### src/dtic_pkg.sv
// dtic_pkg: shared types, register offsets and tables for the divider,
// timer and interrupt controller
// no dependencies
package dtic_pkg;

  // register offsets (low address byte)
  localparam logic [7:0] OFF_DIV  = 8'h04;
  localparam logic [7:0] OFF_TIMA = 8'h05;
  localparam logic [7:0] OFF_TMA  = 8'h06;
  localparam logic [7:0] OFF_TAC  = 8'h07;
  localparam logic [7:0] OFF_IF   = 8'h0F;
  localparam logic [7:0] OFF_IE   = 8'hFF;

  // access kinds carried in the input tuser bit
  localparam logic REQ_READ  = 1'b0;
  localparam logic REQ_WRITE = 1'b1;

  localparam int IRQ_W      = 5;
  localparam int DIV_W      = 16;
  localparam int IN_DATA_W  = 24;
  localparam int OUT_DATA_W = 24;

  localparam logic [7:0] TAC_ENABLE  = 8'h04;
  localparam logic [7:0] TIMER_IRQ   = 8'h04;
  localparam logic [7:0] UNMAPPED_RD = 8'hFF;

  // divider tap watched by the timer, per tac[1:0]
  localparam logic [3:0] EDGE_TAP [4] = '{4'd9, 4'd3, 4'd5, 4'd7};

  // interrupt vector per pending bit
  localparam logic [6:0] VEC_TABLE [IRQ_W] = '{7'h40, 7'h48, 7'h50, 7'h58, 7'h60};

  typedef struct packed {
    logic [IRQ_W-1:0] irq_requests;
    logic             access_valid;
    logic             req_type;
    logic [7:0]       reg_offset;
    logic [7:0]       write_data;
  } item_t;

  typedef struct packed {
    logic       int_asserted;
    logic       vector_valid;
    logic [6:0] int_vector;
    logic [7:0] read_data;
    logic       addr_hit;
  } result_t;

endpackage

### src/divider_timer_interrupt_controller_top.sv
// divider_timer_interrupt_controller_top: stream wrapper with input and
// result registers around the tick core
// depends on dtic_pkg and dtic_core
//
// channel | direction | tdata (low bit up)                              | tuser
// in_     | slave     | irq_requests, access_valid, reg_offset, wr_data | req_type
// out_    | master    | int_asserted, vector_valid, int_vector,         | -
//         |           | read_data, addr_hit                             |
//
// one item per cycle sustained while out_tready stays high; out_tvalid rises
// once an item has passed the input register and the result register in turn
// the whole tick (flag pick, access, divider and timer) is one pass through
// dtic_core between the input register and the result register
// synchronous active-low reset clears all timer and interrupt state to zero
// a stalled output holds its result; the input register keeps one more item
module divider_timer_interrupt_controller_top import dtic_pkg::*; (
  input  logic                  clk,
  input  logic                  rst_n,
  input  logic                  in_tvalid,
  output logic                  in_tready,
  // [4:0] irq_requests, [5] access_valid, [13:6] reg_offset,
  // [21:14] write_data, [23:22] zero
  input  logic [IN_DATA_W-1:0]  in_tdata,
  // [0] req_type
  input  logic                  in_tuser,
  output logic                  out_tvalid,
  input  logic                  out_tready,
  // [0] int_asserted, [1] vector_valid, [8:2] int_vector,
  // [16:9] read_data, [17] addr_hit, [23:18] zero
  output logic [OUT_DATA_W-1:0] out_tdata
);

  item_t   in_item_r;
  logic    in_valid_r;
  result_t out_res_r;
  logic    out_valid_r;
  result_t core_res;
  logic    advance;
  logic    load_in;

  assign advance   = in_valid_r && (!out_valid_r || out_tready);
  assign in_tready = !in_valid_r || advance;
  assign load_in   = in_tvalid && in_tready;

  // input register
  always_ff @(posedge clk) begin
    if (!rst_n) begin
      in_valid_r <= 1'b0;
    end else if (in_tready) begin
      in_valid_r <= in_tvalid;
    end
  end

  always_ff @(posedge clk) begin
    if (load_in) begin
      in_item_r.irq_requests <= in_tdata[4:0];
      in_item_r.access_valid <= in_tdata[5];
      in_item_r.reg_offset   <= in_tdata[13:6];
      in_item_r.write_data   <= in_tdata[21:14];
      in_item_r.req_type     <= in_tuser;
    end
  end

  dtic_core u_core (
    .clk     (clk),
    .rst_n   (rst_n),
    .step_en (advance),
    .item    (in_item_r),
    .res     (core_res)
  );

  // result register
  always_ff @(posedge clk) begin
    if (!rst_n) begin
      out_valid_r <= 1'b0;
    end else if (advance) begin
      out_valid_r <= 1'b1;
    end else if (out_tready) begin
      out_valid_r <= 1'b0;
    end
  end

  always_ff @(posedge clk) begin
    if (advance) begin
      out_res_r <= core_res;
    end
  end

  assign out_tvalid = out_valid_r;
  assign out_tdata  = {6'b000000, out_res_r.addr_hit, out_res_r.read_data,
                       out_res_r.int_vector, out_res_r.vector_valid,
                       out_res_r.int_asserted};

endmodule

### src/dtic_core.sv
// dtic_core: state registers (divider, timer, flags, enable) and the
// per-tick update; result comes out combinationally
// depends on dtic_pkg
module dtic_core import dtic_pkg::*; (
  input  logic    clk,
  input  logic    rst_n,
  input  logic    step_en,
  input  item_t   item,
  output result_t res
);

  logic [DIV_W-1:0] div_r, div_nxt;
  logic [7:0] tima_r, tima_nxt;
  logic [7:0] tma_r, tma_nxt;
  logic [7:0] tac_r, tac_nxt;
  logic [7:0] if_r, if_nxt;
  logic [7:0] ie_r, ie_nxt;

  logic [7:0]       flags_or;
  logic [7:0]       pending;
  logic [7:0]       flags_clr;
  logic             vec_found;
  logic [6:0]       vec;
  logic             is_wr;
  logic             is_rd;
  logic [DIV_W-1:0] div_acc;
  logic [DIV_W-1:0] div_inc;
  logic [7:0]       tima_acc, tma_acc, tac_acc, if_acc, ie_acc;
  logic [3:0]       tap;
  logic             tick;
  logic [8:0]       tima_sum;
  logic [7:0]       rd;
  logic             hit;

  // flag merge and lowest-bit priority pick
  always_comb begin
    flags_or  = if_r | {3'b000, item.irq_requests};
    pending   = flags_or & ie_r;
    flags_clr = flags_or;
    vec_found = 1'b0;
    vec       = '0;
    for (int i = 0; i < IRQ_W; i++) begin
      if (!vec_found && pending[i]) begin
        vec_found    = 1'b1;
        vec          = VEC_TABLE[i];
        flags_clr[i] = 1'b0;
      end
    end
  end

  // register access
  assign is_wr = item.access_valid && (item.req_type == REQ_WRITE);
  assign is_rd = item.access_valid && (item.req_type == REQ_READ);

  always_comb begin
    div_acc  = div_r;
    tima_acc = tima_r;
    tma_acc  = tma_r;
    tac_acc  = tac_r;
    if_acc   = flags_clr;
    ie_acc   = ie_r;
    if (is_wr) begin
      unique case (item.reg_offset)
        OFF_DIV:  div_acc  = '0;
        OFF_TIMA: tima_acc = item.write_data;
        OFF_TMA:  tma_acc  = item.write_data;
        OFF_TAC:  tac_acc  = item.write_data;
        OFF_IF:   if_acc   = item.write_data;
        OFF_IE:   ie_acc   = item.write_data;
        default:  ;
      endcase
    end
  end

  // read mux
  always_comb begin
    rd = '0;
    if (is_rd) begin
      unique case (item.reg_offset)
        OFF_DIV:  rd = div_r[DIV_W-1 -: 8];
        OFF_TIMA: rd = tima_r;
        OFF_TMA:  rd = tma_r;
        OFF_TAC:  rd = tac_r;
        OFF_IF:   rd = flags_clr;
        OFF_IE:   rd = ie_r;
        default:  rd = UNMAPPED_RD;
      endcase
    end
  end

  always_comb begin
    case (item.reg_offset) inside
      OFF_DIV, OFF_TIMA, OFF_TMA, OFF_TAC, OFF_IF, OFF_IE: hit = item.access_valid;
      default: hit = 1'b0;
    endcase
  end

  // divider increment and timer tick on falling edge of the selected tap
  assign div_inc  = div_acc + 1'b1;
  assign tap      = EDGE_TAP[tac_acc[1:0]];
  assign tick     = ((tac_acc & TAC_ENABLE) != '0) && div_acc[tap] && !div_inc[tap];
  assign tima_sum = {1'b0, tima_acc} + 9'd1;

  always_comb begin
    div_nxt  = div_inc;
    tima_nxt = tima_acc;
    tma_nxt  = tma_acc;
    tac_nxt  = tac_acc;
    if_nxt   = if_acc;
    ie_nxt   = ie_acc;
    if (tick) begin
      if (tima_sum[8]) begin
        tima_nxt = tma_acc;
        if_nxt   = if_acc | TIMER_IRQ;
      end else begin
        tima_nxt = tima_sum[7:0];
      end
    end
  end

  // state registers
  always_ff @(posedge clk) begin
    if (!rst_n) begin
      div_r  <= '0;
      tima_r <= '0;
      tma_r  <= '0;
      tac_r  <= '0;
      if_r   <= '0;
      ie_r   <= '0;
    end else if (step_en) begin
      div_r  <= div_nxt;
      tima_r <= tima_nxt;
      tma_r  <= tma_nxt;
      tac_r  <= tac_nxt;
      if_r   <= if_nxt;
      ie_r   <= ie_nxt;
    end
  end

  assign res.int_asserted = (pending != '0);
  assign res.vector_valid = vec_found;
  assign res.int_vector   = vec;
  assign res.read_data    = rd;
  assign res.addr_hit     = hit;

endmodule

### config.mk
export PLATFORM = sky130hd
export DESIGN_NAME = divider_timer_interrupt_controller_top
export DESIGN_NICKNAME = d
export VERILOG_FILES = /design/src/dtic_pkg.sv /design/src/divider_timer_interrupt_controller_top.sv /design/src/dtic_core.sv
export SDC_FILE = /design/constraint.sdc
export NUM_CORES = 1
export LEC_CHECK = 0
export ABC_AREA = 1
export BUFFER_PORTS_ARGS = -buffer_cell sky130_fd_sc_hd__buf_2
export CORE_MARGIN = 1.5
export CORE_UTILIZATION = 36
export CTS_BUF_LIST = sky130_fd_sc_hd__clkbuf_16
export DETAILED_ROUTE_END_ITERATION = 10
export PLACE_DENSITY = 0.54
export SKIP_CTS_REPAIR_TIMING = 1
export SYNTH_ARGS = -nofsm -noshare
export SYNTH_HDL_FRONTEND = slang
export SYNTH_SLANG_ARGS = --single-unit
### constraint.sdc
create_clock -name clk -period 3 [get_ports clk]
set_input_delay 0.6 -clock clk [delete_from_list [all_inputs] [get_ports clk]]
set_output_delay 0.6 -clock clk [all_outputs]
set_load 0.005 [all_outputs]
==> results.cfg <==
[run_status]
status = completed

[finish]
area_growth_pct = 13.11
nFillCells = 1428
final_nets = 729
multi_input_area_um2 = 2322
drive_gt1_share_pct = 16.64
regArea_um2 = 2302
post-route-util_pct = 41.76
n_antenna_cell = 0

[critical_path]
r2r_slack_ps = 390
critPathArrivalTime_ps = 2890
end_kind = flip-flop
crit_path_max_incr_delay_ps = 460
start_kind = flip-flop
crit_fanout = 12
crit_buf_inv = 2
critical-path-top-delay-family = simple AND/OR/NAND/NOR gates
critPathRequiredTime_ps = 3290
cp_slowest_cell = edfxtp_1
crit_type = reg -> reg
crit_chain = nor2_1 -> nand2_1 -> nor2_2 -> nand3_1 -> nand2_1 -> ha_1 -> nand2_1 -> nor2_4 -> nand2_4 -> clkinv_4 -> nand2_1 -> nand2_1 -> clkinv_1 -> nand3_1 -> nand3_2 -> a21oi_2
crit_top_cell = nand2_1

[synth]
synth_top_cells_by_count = nand2_1, inv_1, dfxtp_1
yosysUniqueCellTypes = 52
synth_top_cell_by_area = dfxtp_1
syn-mean-instance-area_um2 = 7.867
syn_area_um2 = 5145
synth.most_common_cell = nand2_1
synth-seq-area-share_pct = 44.75
synthCells = 654
synth-edff-count = 38
synth_area_leaders = dfxtp_1, edfxtp_1, nand2_1, inv_1, o21ai_0
yosysWarnings = 0
netlist.area_leader.share_pct = 22.57
yosys_register_bits = 96
synthArstFlopShare_pct = 0
ys.flop_type = dfxtp_1

[floorplanning]
num_rows = 43
initial_core_util_pct = 36.92
ios = 55
die-area_um2 = 15020
die_h_um = 122.5
core-area_um2 = 13930
fp.dieW_um = 122.5

[hold_path]
hp-class = in -> reg

[power]
cellPowerDensity_nw_per_um2 = 484.3
ir_drop_v = 0.0002780
p_total_mw = 2.818
power.leakage_nw = 2.380

[placement]
hpwlAfterDp_mm = 10.29
dp_slack_ps = 433.8
io_buffers = 43
place_congestion = 0.9088

[sta]
timing.final.crit_share_pct = 86.89
tightestPinTransition_ps = 870.3
slew_headroom_pct = 41.92
report.final.slew_viol_count = 0
hold_violations = 0
finalSetupTns_ps = 0
clock_skew_ps = 9.655
setup_ws_ps = 393.3
rsz0062_at_grt = no
fin_crit_ps = 2607
fmax_mhz = 383.6
finalSetupViolations = 0

[route]
vias = 4525
drt-wirelength-per-cell_um = 15.39
drc = 0
initialDrtViolationCount = 373
routed_wl_mm = 13.59
dr.pass1.iters = 5
ant_nets = 0
viasPerCell = 5.125

[clock_network]
ctsHtreeMaxLevel = 3
insertion_delay_ps = 350
cts_buffers = 9
clk_pin_slew_ps = 70
cts_sinks = 96
clockRootBuffer = clkbuf_16
tritoncts = built
clock_path_buffers = 2

[global_route]
grt_pass1_vias = 4354
antenna_found_initial = 0
grt_pass1_wl_mm = 22.40
grt_overflow_total = 0
gr-usage-all-layers_pct = 19.58
grt_max_degree = 32

[flow_run]
cap_violations = 0
layout make-up:
type	count	share of cell area [%]
Multi-Input combinational cell	436	39.91
Sequential cell	96	39.56
Inverter	105	6.966
Timing Repair Buffer	50	4.601
Clock buffer	9	3.870
Tap cell	180	3.870
Clock inverter	7	1.226
logic make-up (layout without fill, tap and decap cells):
group	count (synthesis)	in the layout	share of synthesized area [%]
buf+inv	130	171	10.70
simple gates	263	263	25.51
fa+ha+maj	2	2	0.4863
other cells	1	9	0.07289
compound gates	159	159	17.97
flops	96	96	44.75
xor+xnor	3	3	0.5108
state kept, by name, indices dropped and copies added (netlist names), 8 cells and up:
name,cells
in_item_r,23
out_tdata,15
u_core.div_r,16
u_core.ie_r,8
u_core.if_r,8
u_core.tac_r,8
u_core.tima_r,8
u_core.tma_r,8
report_power, final:
part / internal, mW / switching (mW) / total, mW / leakage, nW
Combinational: 0.0649 / 0.135 / 0.200 / 1.40
Clock: 0.652 / 0.528 / 1.18 / 0.151
Sequential: 1.41 / 0.0311 / 1.44 / 0.833
worst reg2reg max path, cell delays in order, from the launching register on:
cell and delay, ps:
edfxtp_1 460, nor2_1 130, nand2_1 70, nor2_2 440, nand3_1 130, nand2_1 130, ha_1 240, nand2_1 110
nor2_4 190, nand2_4 120, clkinv_4 80, nand2_1 50, nand2_1 80, clkinv_1 60, nand3_1 70, nand3_2 70
a21oi_2 110
cells in the final DEF, fill, tap and decap left out, types with 9 or more instances in the layout:
cell and count:
a21oi_1 51, buf_2 43, clkbuf_16 9, conb_1 9, dfxtp_1 58, edfxtp_1 38, inv_1 93, nand2_1 126
nand3_1 42, nor2_1 38, nor3_1 9, o21ai_0 57, o22ai_1 13
final timing paths:
kind                                                   start                             to  depth (start not counted)
worst max register to register        in_item_r[9]$_DFFE_PP_  u_core.tima_r[5]$_SDFFE_PN0P_                         16
worst max-delay path                  in_item_r[9]$_DFFE_PP_  u_core.tima_r[5]$_SDFFE_PN0P_                         16
worst min-delay path                             in_tdata[2]        in_item_r[20]$_DFFE_PP_                          1
worst min register to register  u_core.tac_r[6]$_SDFFE_PN0P_   u_core.tac_r[6]$_SDFFE_PN0P_                          2
through the flow:
stage               area (um2)  instances  hold WS, ps
floorplan                 5175        662        429.7
global placement          5523        867        437.6
detailed placement        5523        867        442.5
CTS                       5819        883        405.3
global route              5819        883        403.0
finish                    5819        883        416.6
metal layers:
metal	vias to the layer above	GRT usage (%)	wire length [um]
met5	-	0	0
met4	0	7.558	280
met3	22	4.507	931
met2	156	30.76	6034
met1	2091	26.17	6345
li1	2256	-	-
Note: power is estimated with default switching activity, not from simulation.
